[src/b64e_pkg.sv]
// ----------------------------------------------------------------------------
// b64e_pkg
// Shared types, constants and the symbol-to-character mapping of the
// streaming base64 encoder.
// ----------------------------------------------------------------------------
package b64e_pkg;

   localparam int QUEUE_DEPTH = 4;
   localparam int QUEUE_AW    = 2;

   localparam logic [6:0] PAD_CHAR   = 7'h3D;  // '='
   localparam logic [6:0] PLUS_CHAR  = 7'h2B;  // '+'
   localparam logic [6:0] SLASH_CHAR = 7'h2F;  // '/'

   // group phase codes
   localparam logic [1:0] PHASE_0 = 2'd0;
   localparam logic [1:0] PHASE_1 = 2'd1;
   localparam logic [1:0] PHASE_2 = 2'd2;

   // one byte's worth of output work: up to two symbols, then padding
   typedef struct packed {
      logic [5:0] sym0;
      logic [5:0] sym1;
      logic       two_syms;  // sym1 is a real symbol, not padding
      logic [2:0] count;     // characters to emit, 1..4
      logic       last;      // final character ends the message
   } job_type;

   // standard alphabet A-Z a-z 0-9 + /
   function automatic logic [6:0] sym_to_char(input logic [5:0] sym);
      logic [6:0] ch;
      if (sym < 6'd26) begin
         ch = {1'b0, sym} + 7'd65;
      end else if (sym < 6'd52) begin
         ch = {1'b0, sym} + 7'd71;
      end else if (sym < 6'd62) begin
         ch = {1'b0, sym} - 7'd4;
      end else if (sym == 6'd62) begin
         ch = PLUS_CHAR;
      end else begin
         ch = SLASH_CHAR;
      end
      return ch;
   endfunction

endpackage

[src/base64_stream_encoder.sv]
// ----------------------------------------------------------------------------
// base64_stream_encoder
// Streaming base64 encoder, standard alphabet, with '=' padding on the
// final byte of a message.
// ----------------------------------------------------------------------------
// One byte enters per req beat (tlast marks the final byte) and leaves as one
// to four ASCII characters on rsp, one character per cycle while rsp_tready
// is high; tlast marks the last character of a message. A byte gives one
// character in group phases 0 and 1, two in phase 2, and four (phase 0) or
// three (phase 1) when it ends a message in that phase. A four-job queue sits
// between byte intake and character emission, so bytes keep arriving while a
// character waits on rsp_tready. An accepted byte passes through the queue
// and then the output register before its first character appears. An empty
// message gives no output.
module base64_stream_encoder (
   input  logic       clock,
   input  logic       reset,
   input  logic       req_tvalid,
   output logic       req_tready,
   input  logic [7:0] req_tdata,   // [7:0] in_byte
   input  logic       req_tlast,   // is_final
   output logic       rsp_tvalid,
   input  logic       rsp_tready,
   output logic [7:0] rsp_tdata,   // [6:0] out_char, [7] zero
   output logic       rsp_tlast    // end_of_message
);

   b64e_pkg::job_type push_job, head_job;
   logic              push_valid, push_ready;
   logic              head_valid, head_pop;

   b64e_front u_front (
      .clock      (clock),
      .reset      (reset),
      .req_tvalid (req_tvalid),
      .req_tready (req_tready),
      .req_tdata  (req_tdata),
      .req_tlast  (req_tlast),
      .push_valid (push_valid),
      .push_ready (push_ready),
      .push_job   (push_job)
   );

   b64e_queue u_queue (
      .clock      (clock),
      .reset      (reset),
      .push_valid (push_valid),
      .push_ready (push_ready),
      .push_job   (push_job),
      .pop_valid  (head_valid),
      .pop        (head_pop),
      .pop_job    (head_job)
   );

   b64e_back u_back (
      .clock      (clock),
      .reset      (reset),
      .job_valid  (head_valid),
      .job        (head_job),
      .pop        (head_pop),
      .rsp_tvalid (rsp_tvalid),
      .rsp_tready (rsp_tready),
      .rsp_tdata  (rsp_tdata),
      .rsp_tlast  (rsp_tlast)
   );

`ifndef SYNTHESIS
   // a pending job always reaches the output register when it is free
   a_job_drains: assert property (@(posedge clock) disable iff (reset)
      (head_valid && (!rsp_tvalid || rsp_tready)) |=> rsp_tvalid)
      else $error("queued job not moved to output register");

   // padding runs without gaps up to the end of the message
   a_pad_run: assert property (@(posedge clock) disable iff (reset)
      (rsp_tvalid && rsp_tready && !rsp_tlast &&
       rsp_tdata[6:0] == b64e_pkg::PAD_CHAR)
      |=> (rsp_tvalid && rsp_tdata[6:0] == b64e_pkg::PAD_CHAR))
      else $error("padding not followed by padding");

   // a job is popped only together with a load of its last character
   a_pop_loads: assert property (@(posedge clock) disable iff (reset)
      head_pop |-> (head_valid && (!rsp_tvalid || rsp_tready)))
      else $error("job popped without output load");
`endif

endmodule

[src/b64e_front.sv]
// ----------------------------------------------------------------------------
// b64e_front
// Accepts message bytes, tracks the group phase and leftover bits, and
// turns each byte into a job for the character emitter.
// ----------------------------------------------------------------------------
module b64e_front (
   input  logic               clock,
   input  logic               reset,
   input  logic               req_tvalid,
   output logic               req_tready,
   input  logic [7:0]         req_tdata,   // [7:0] in_byte
   input  logic               req_tlast,   // is_final
   output logic               push_valid,
   input  logic               push_ready,
   output b64e_pkg::job_type  push_job
);

   logic [1:0] phase_ff, phase_in;
   logic [3:0] left_ff, left_in;
   logic       accept;

   assign req_tready = push_ready;
   assign push_valid = req_tvalid;
   assign accept     = req_tvalid && push_ready;

   always_comb begin
      push_job      = '0;
      push_job.last = req_tlast;
      phase_in      = phase_ff;
      left_in       = left_ff;
      case (phase_ff)
         b64e_pkg::PHASE_1: begin
            push_job.sym0     = {left_ff[1:0], req_tdata[7:4]};
            push_job.sym1     = {req_tdata[3:0], 2'b00};
            push_job.two_syms = req_tlast;
            push_job.count    = req_tlast ? 3'd3 : 3'd1;
            phase_in          = b64e_pkg::PHASE_2;
            left_in           = req_tdata[3:0];
         end
         b64e_pkg::PHASE_2: begin
            push_job.sym0     = {left_ff, req_tdata[7:6]};
            push_job.sym1     = req_tdata[5:0];
            push_job.two_syms = 1'b1;
            push_job.count    = 3'd2;
            phase_in          = b64e_pkg::PHASE_0;
            left_in           = 4'd0;
         end
         default: begin
            push_job.sym0     = req_tdata[7:2];
            push_job.sym1     = {req_tdata[1:0], 4'b0000};
            push_job.two_syms = req_tlast;
            push_job.count    = req_tlast ? 3'd4 : 3'd1;
            phase_in          = b64e_pkg::PHASE_1;
            left_in           = {2'b00, req_tdata[1:0]};
         end
      endcase
      // end of message: back to the start of a group
      if (req_tlast) begin
         phase_in = b64e_pkg::PHASE_0;
         left_in  = 4'd0;
      end
   end

   always_ff @(posedge clock) begin
      if (reset) begin
         phase_ff <= b64e_pkg::PHASE_0;
         left_ff  <= 4'd0;
      end else if (accept) begin
         phase_ff <= phase_in;
         left_ff  <= left_in;
      end
   end

endmodule

[src/b64e_queue.sv]
// ----------------------------------------------------------------------------
// b64e_queue
// Small job queue between the byte front end and the character emitter.
// ----------------------------------------------------------------------------
module b64e_queue (
   input  logic               clock,
   input  logic               reset,
   input  logic               push_valid,
   output logic               push_ready,
   input  b64e_pkg::job_type  push_job,
   output logic               pop_valid,
   input  logic               pop,
   output b64e_pkg::job_type  pop_job
);

   b64e_pkg::job_type entry_ff [b64e_pkg::QUEUE_DEPTH];

   logic [b64e_pkg::QUEUE_AW-1:0] wr_ptr_ff, rd_ptr_ff;
   logic [b64e_pkg::QUEUE_AW:0]   count_ff;
   logic                          do_push, do_pop;

   assign push_ready = (count_ff != (b64e_pkg::QUEUE_AW+1)'(b64e_pkg::QUEUE_DEPTH));
   assign pop_valid  = (count_ff != '0);
   assign pop_job    = entry_ff[rd_ptr_ff];
   assign do_push    = push_valid && push_ready;
   assign do_pop     = pop && pop_valid;

   always_ff @(posedge clock) begin
      if (do_push) begin
         entry_ff[wr_ptr_ff] <= push_job;
      end
   end

   always_ff @(posedge clock) begin
      if (reset) begin
         wr_ptr_ff <= '0;
         rd_ptr_ff <= '0;
         count_ff  <= '0;
      end else begin
         if (do_push) begin
            wr_ptr_ff <= wr_ptr_ff + 1'b1;
         end
         if (do_pop) begin
            rd_ptr_ff <= rd_ptr_ff + 1'b1;
         end
         if (do_push && !do_pop) begin
            count_ff <= count_ff + 1'b1;
         end else if (do_pop && !do_push) begin
            count_ff <= count_ff - 1'b1;
         end
      end
   end

endmodule

[src/b64e_back.sv]
// ----------------------------------------------------------------------------
// b64e_back
// Walks the characters of the head job into the output register, one per
// cycle unless rsp_tready stalls, and pops the job with its last character.
// ----------------------------------------------------------------------------
module b64e_back (
   input  logic               clock,
   input  logic               reset,
   input  logic               job_valid,
   input  b64e_pkg::job_type  job,
   output logic               pop,
   output logic               rsp_tvalid,
   input  logic               rsp_tready,
   output logic [7:0]         rsp_tdata,   // [6:0] out_char, [7] zero
   output logic               rsp_tlast    // end_of_message
);

   logic [1:0] idx_ff;
   logic       valid_ff;
   logic [6:0] char_ff, char_in;
   logic       last_ff, last_in;
   logic       load, job_done;

   assign load     = job_valid && (!valid_ff || rsp_tready);
   assign job_done = ({1'b0, idx_ff} == (job.count - 3'd1));
   assign pop      = load && job_done;

   always_comb begin
      if (idx_ff == 2'd0) begin
         char_in = b64e_pkg::sym_to_char(job.sym0);
      end else if (idx_ff == 2'd1 && job.two_syms) begin
         char_in = b64e_pkg::sym_to_char(job.sym1);
      end else begin
         char_in = b64e_pkg::PAD_CHAR;
      end
      last_in = job_done && job.last;
   end

   always_ff @(posedge clock) begin
      if (reset) begin
         valid_ff <= 1'b0;
         idx_ff   <= 2'd0;
      end else begin
         if (load) begin
            valid_ff <= 1'b1;
            idx_ff   <= job_done ? 2'd0 : idx_ff + 2'd1;
         end else if (rsp_tready) begin
            valid_ff <= 1'b0;
         end
      end
   end

   // hold the payload while the beat stalls
   always_ff @(posedge clock) begin
      if (load) begin
         char_ff <= char_in;
         last_ff <= last_in;
      end
   end

   assign rsp_tvalid = valid_ff;
   assign rsp_tdata  = {1'b0, char_ff};
   assign rsp_tlast  = last_ff;

endmodule
[config.mk]
export PLATFORM = sky130hd
export DESIGN_NAME = base64_stream_encoder
export DESIGN_NICKNAME = d
export VERILOG_FILES = /design/src/b64e_pkg.sv /design/src/base64_stream_encoder.sv /design/src/b64e_front.sv /design/src/b64e_queue.sv /design/src/b64e_back.sv
export SDC_FILE = /design/constraint.sdc
export NUM_CORES = 1
export LEC_CHECK = 0
export ABC_AREA = 0
export CORE_ASPECT_RATIO = 0.5
export CORE_MARGIN = 2
export CORE_UTILIZATION = 57
export CTS_CLUSTER_DIAMETER = 80
export DETAILED_ROUTE_END_ITERATION = 10
export DONT_BUFFER_PORTS = 1
export PLACE_DENSITY_LB_ADDON = 0.1
export RECOVER_POWER = 50
export REMOVE_ABC_BUFFERS = 1
export SYNTH_ARGS = -nofsm -noshare
export SYNTH_HDL_FRONTEND = slang
export SYNTH_SLANG_ARGS = --single-unit
[constraint.sdc]
create_clock -name clock -period 3.4 [get_ports clock]
set_clock_uncertainty 0.2 [all_clocks]
set_input_delay 0.34 -clock clock [delete_from_list [all_inputs] [get_ports clock]]
set_output_delay 0.34 -clock clock [all_outputs]
set_load 0.05 [all_outputs]
# Yosys cells after proc, flatten, opt, wreduce, memory -nomap -nowiden
# Memory sizes are Yosys's and may differ from the RTL's. A register that Yosys moved wholly into a read port is not among the register bits.
# Cells that the tools add are included.
# word_totals
mem_count	1
register_bits	24
mem_bits_rw	68
# classes
n_lt_le_gt_ge	6
reduce_logical	16
n_addsub	12
n_eq_ne	7
muxes	26
# mem_list
memory	words	width	rd	rd_clocked_by_memory_dff	write_ports	line_no	text
u_queue.entry_ff	4	17	1	1	1	b64e_queue.sv:16	b64e_pkg::job_type entry_ff [b64e_pkg::QUEUE_DEPTH];
# op_table
operator	count
7-bit two-way mux	8
16-bit one-hot mux with 2 select lines	1
6-bit by 7-bit adder with 7-bit output, second input constant	4
6-bit less-than comparator, second input constant	4
3-bit two-way mux	5
6-bit by 3-bit subtractor with 7-bit output, second input constant	2
6-bit == test, second input constant	2
6-bit by 5-bit less-than comparator with 1-bit output, second input constant	2
2-bit two-way mux	5
1-bit logical AND	8
4-bit one-hot mux with 2 select lines	1
2-bit by 1-bit adder with 2-bit output, second input constant	3
3-bit by 1-bit subtractor with 3-bit output, second input constant	2
2-bit by 1-bit == test with 1-bit output, second input constant	2
1-bit two-way mux	4
4-bit two-way mux	1
2-bit one-hot mux with 2 select lines	1
2-bit nonzero test	2
3-bit by 1-bit adder with 3-bit output, second input constant	1
2-bit by 3-bit == test with 1-bit output	1
1-bit zero test	3
3-bit != test, second input constant	1
3-bit nonzero test	1
2-bit == test, second input constant	1
other kinds (2)	2

# Logic depth before layout (Yosys ltp)
# logic_depth
word_depth	8
mapped_depth	15
ltp_nobuf	12

# By module
# A second synthesis with hierarchy kept.
# hier_totals
hier_cells	380
hier_area_um2	4852.2
# modules_own_cells
module	instances	cells_each	area_each_um2	seq_area_each_um2
b64e_queue	1	137	2970.3	2222.1
b64e_back	1	165	1283.7	300.3
b64e_front	1	78	598.1	120.1

# Worst setup path after synthesis
# No wires, ideal clock.
# synth_path
path_kind	register -> register
startpoint	reg with a tool-made name
endpoint	reg u_queue.count_ff[2] (netlist bit)
path_stages_with_launch	16
n_path_buf	3
required_time_ps	3130
setup_time_ps	70
arrival_time_ps	2992
setup_slack_ps	138
period_less_slack_ps	3262
path_cell_list	dfxtp_1 buf_6 buf_12 buf_6 mux4_2 inv_1 ha_1 xnor2_1 nor3_2 nand2_1 ha_1 inv_1 fa_1 xor2_1 or3_1 a21oi_1
# synth_lines
item	line_no	text
to (signal assigned)	b64e_queue.sv:47	count_ff <= count_ff + 1'b1;
to (signal assigned)	b64e_queue.sv:49	count_ff <= count_ff - 1'b1;
to (decl)	b64e_queue.sv:19	logic [b64e_pkg::QUEUE_AW:0] count_ff;

==> flow_metrics.tcl <==
set metrics [dict create \
    outcome "finished, final reports clean" \
    synth-edff-count 76 \
    max_freq_ghz 0.310 \
    io_pins 24 \
    final_layout_size_suffix_gt1_frac 0.133 \
    switchingPower_w 0.00163 \
    placedCellCount 494 \
    rsz0062_at_grt "false" \
    syn_area_per_cell_um2 12.5 \
    internal_power_w 0.00277 \
    synth_cell_types 53 \
    async_flop_share 0 \
    wl_per_cell_um 18.0 \
    dr.pass1.iters 5 \
    clkPwrFrac 0.236 \
    finalCritPeriodShare 0.948 \
    leakage_nw 1.86 \
    met1_usage 0.284 \
    grt.busiest_layer "met2" \
    first_iter_violations 159 \
    synthCells 380 \
    crit_path_end_kind "register" \
    antenna_cells 0 \
    drcViolationCount 0 \
    final_common_cell "edfxtp_1" \
    clock_path_buffers 2 \
    root_buffer "clkbuf_16" \
    cp_max_fo 8 \
    setup_viol 0 \
    met3_usage 0.0526 \
    swShare 0.371 \
    start_util 0.591 \
    htreeDepth 3 \
    grt_pass1_vias 2972 \
    insertion_delay_ns 0.34 \
    use_met2 0.398 \
    fin_crit_ns 3.22 \
    maxCapViolations 0 \
    rows 23 \
    num_vias 3017 \
    path_clk_slew_ns 0.07 \
    cts-buffers-inserted 9 \
    stdcell_count 517 \
    die_height_um 68.5 \
    hp-class "in -> reg" \
    report.final.slew_viol_count 0 \
    grt_max_degree 25 \
    syn_area_um2 4740 \
    cts.sinks 94 \
    ant_nets 0 \
    ys_seq_elements 94 \
    fin_setup_tns_ns 0 \
    powerDensity_nw_per_um2 833 \
    post_cts_buffers 0 \
    synth_flop_cell "edfxtp_1" \
    ys_seq_area_frac 0.557 \
    cp.arrival_ns 3.08 \
    crit_required_ns 3.26 \
    whs_ns 0.0178 \
    final_cell_mix "76 x edfxtp_1, 39 x nand2_1, 26 x inv_1, 26 x a21oi_1, 20 x ha_1" \
    p_comb_frac 0.361 \
    start_kind "register" \
    grt_overflow 0 \
    critPathKind "reg -> reg" \
    hold_viol 0 \
    grt_pass1_wl_um 15000 \
    vias_per_cell 5.84 \
    final_core_util 0.658 \
    dp_hpwl_um 6430 \
    die_area_um2 9110 \
    final_nets 435 \
    routed_wl_um 9290 \
    worst_ir_drop_vdd_v 0.000604 \
    cts_tree "yes" \
    areaGrowthSynthToFinish_pct 11.4 \
    seq_power_share 0.402 \
    synth_warnings 0 \
    slew_headroom 0.245 \
    worst_pin_slew_ns 1.13 \
    routabilityCongestion 0.838 \
    grt.total_usage 0.224 \
    numPortBuffers 0 \
    antenna_found_initial 0 \
    min_from "req_tlast" \
    fp.dieW_um 133 \
    core_area_um2 8030 \
]
cell families (layout without fill, tap and decap cells):
logic type,count (synthesis),in the layout,share of synthesized area
fa+ha+maj,22,22,0.0596
buf+inv,42,67,0.0438
simple gates,100,100,0.104
other cells,1,1,0.000791
flops,94,94,0.557
compound gates,84,84,0.114
mux,27,27,0.102
xor+xnor,10,10,0.0185
power groups by stage:
stage / Combinational [W] / Sequential [W] / Clock (W)
global placement: 0.00154 / 0.00178 / 0
detailed placement: 0.00157 / 0.00179 / 0
finish: 0.00159 / 0.00177 / 0.00104
global route: 0.00176 / 0.00179 / 0.00110
floorplan: 0.00111 / 0.00181 / 0
CTS: 0.00159 / 0.00177 / 0.00106
synth_stat cells (all sizes together), types with 2 or more instances:
| library cell | number | area, um2 |
|---|---|---|
| nand3b | 3 | 22.5 |
| mux4 | 16 | 368 |
| a21oi | 26 | 130 |
| and2 | 7 | 43.8 |
| o21ai | 17 | 85.1 |
| nor2b | 3 | 26.3 |
| o221ai | 4 | 35.0 |
| xor2 | 6 | 52.6 |
| a221oi | 3 | 26.3 |
| clkbuf | 7 | 26.3 |
| buf | 7 | 76.3 |
| xnor2 | 4 | 35.0 |
| o22ai | 3 | 18.8 |
| nor3 | 7 | 51.3 |
| a21o | 3 | 22.5 |
| nand3 | 7 | 35.0 |
| or2 | 4 | 25.0 |
| edfxtp | 76 | 2280 |
| a221o | 2 | 20.0 |
| nor2 | 17 | 63.8 |
| o211ai | 4 | 30.0 |
| inv | 27 | 101 |
| nand2b | 4 | 25.0 |
| o31ai | 2 | 15.0 |
| mux2i | 10 | 104 |
| ha | 21 | 263 |
| or3 | 4 | 25.0 |
| dfxtp | 18 | 360 |
| nand2 | 39 | 146 |
| a22oi | 11 | 82.6 |
| and3 | 4 | 25.0 |
state kept, by name, summed over array words and instances (netlist names), named ones only:
name               count
u_front.phase_ff       2
u_back.rsp_tlast       1
u_back.idx_ff          2
u_front.left_ff        4
u_back.char_ff         7
u_queue.entry_ff      68
u_queue.count_ff       3
u_queue.wr_ptr_ff      2
u_queue.rd_ptr_ff      2
u_back.rsp_tvalid      1
path summary, 6_finish.rpt:
check | to | slack [ns] | depth (start not counted)
max | u_back.char_ff[3]$_DFFE_PP_ | 0.18 | 10
min reg2reg | u_front.left_ff[2]$_SDFFE_PP0P_ | 0.27 | 2
min | u_front.left_ff[0]$_SDFFE_PP0P_ | 0.02 | 3
max reg2reg | u_back.char_ff[3]$_DFFE_PP_ | 0.18 | 10
metrics by stage:
stage / total power, W / setup WS, ns / instance area [um2]
2_1_floorplan: 0.00292 / -0.336 / 4640
3_3_place_gp: 0.00332 / 0.0600 / 4910
3_5_place_dp: 0.00336 / 0.0203 / 4910
4_1_cts: 0.00442 / 0.00338 / 5310
5_1_grt: 0.00466 / 0.00709 / 5290
6_report: 0.00440 / 0.178 / 5290
cell type report:
class | count | area (um2)
fill | 603 | 2740
tap | 112 | 140
timing repair buffer | 23 | 180
sequential | 94 | 2650
clock buffer | 10 | 250
multi-input combinational | 244 | 1890
inverter | 28 | 105
clock inverter | 6 | 71.3
layer usage:
| metal | share of wire | wire length (um) | up-vias |
|---|---|---|---|
| li1 | - | - | 1461 |
| met1 | 0.45 | 4160 | 1484 |
| met2 | 0.49 | 4590 | 66 |
| met3 | 0.050 | 460 | 6 |
| met4 | 0.0086 | 80 | 0 |
| met5 | 0 | 0 | - |
worst max-delay path, cell delays in order (launching register included):
cell and delay, ns:
dfxtp_4 0.40, buf_4 0.21, mux4_2 0.56, inv_1 0.14
ha_1 0.20, nand2b_1 0.08, o221ai_1 0.29, a21oi_1 0.16
or3_1 0.38, a41oi_1 0.23, a32oi_1 0.09
what timing repair did:
item,CTS,global route
setup endpoints to repair,0,5
gates resized for setup,0,4
hold buffers,7,0
hold endpoints to repair,22,0
Power figures use the tool's default switching activity.
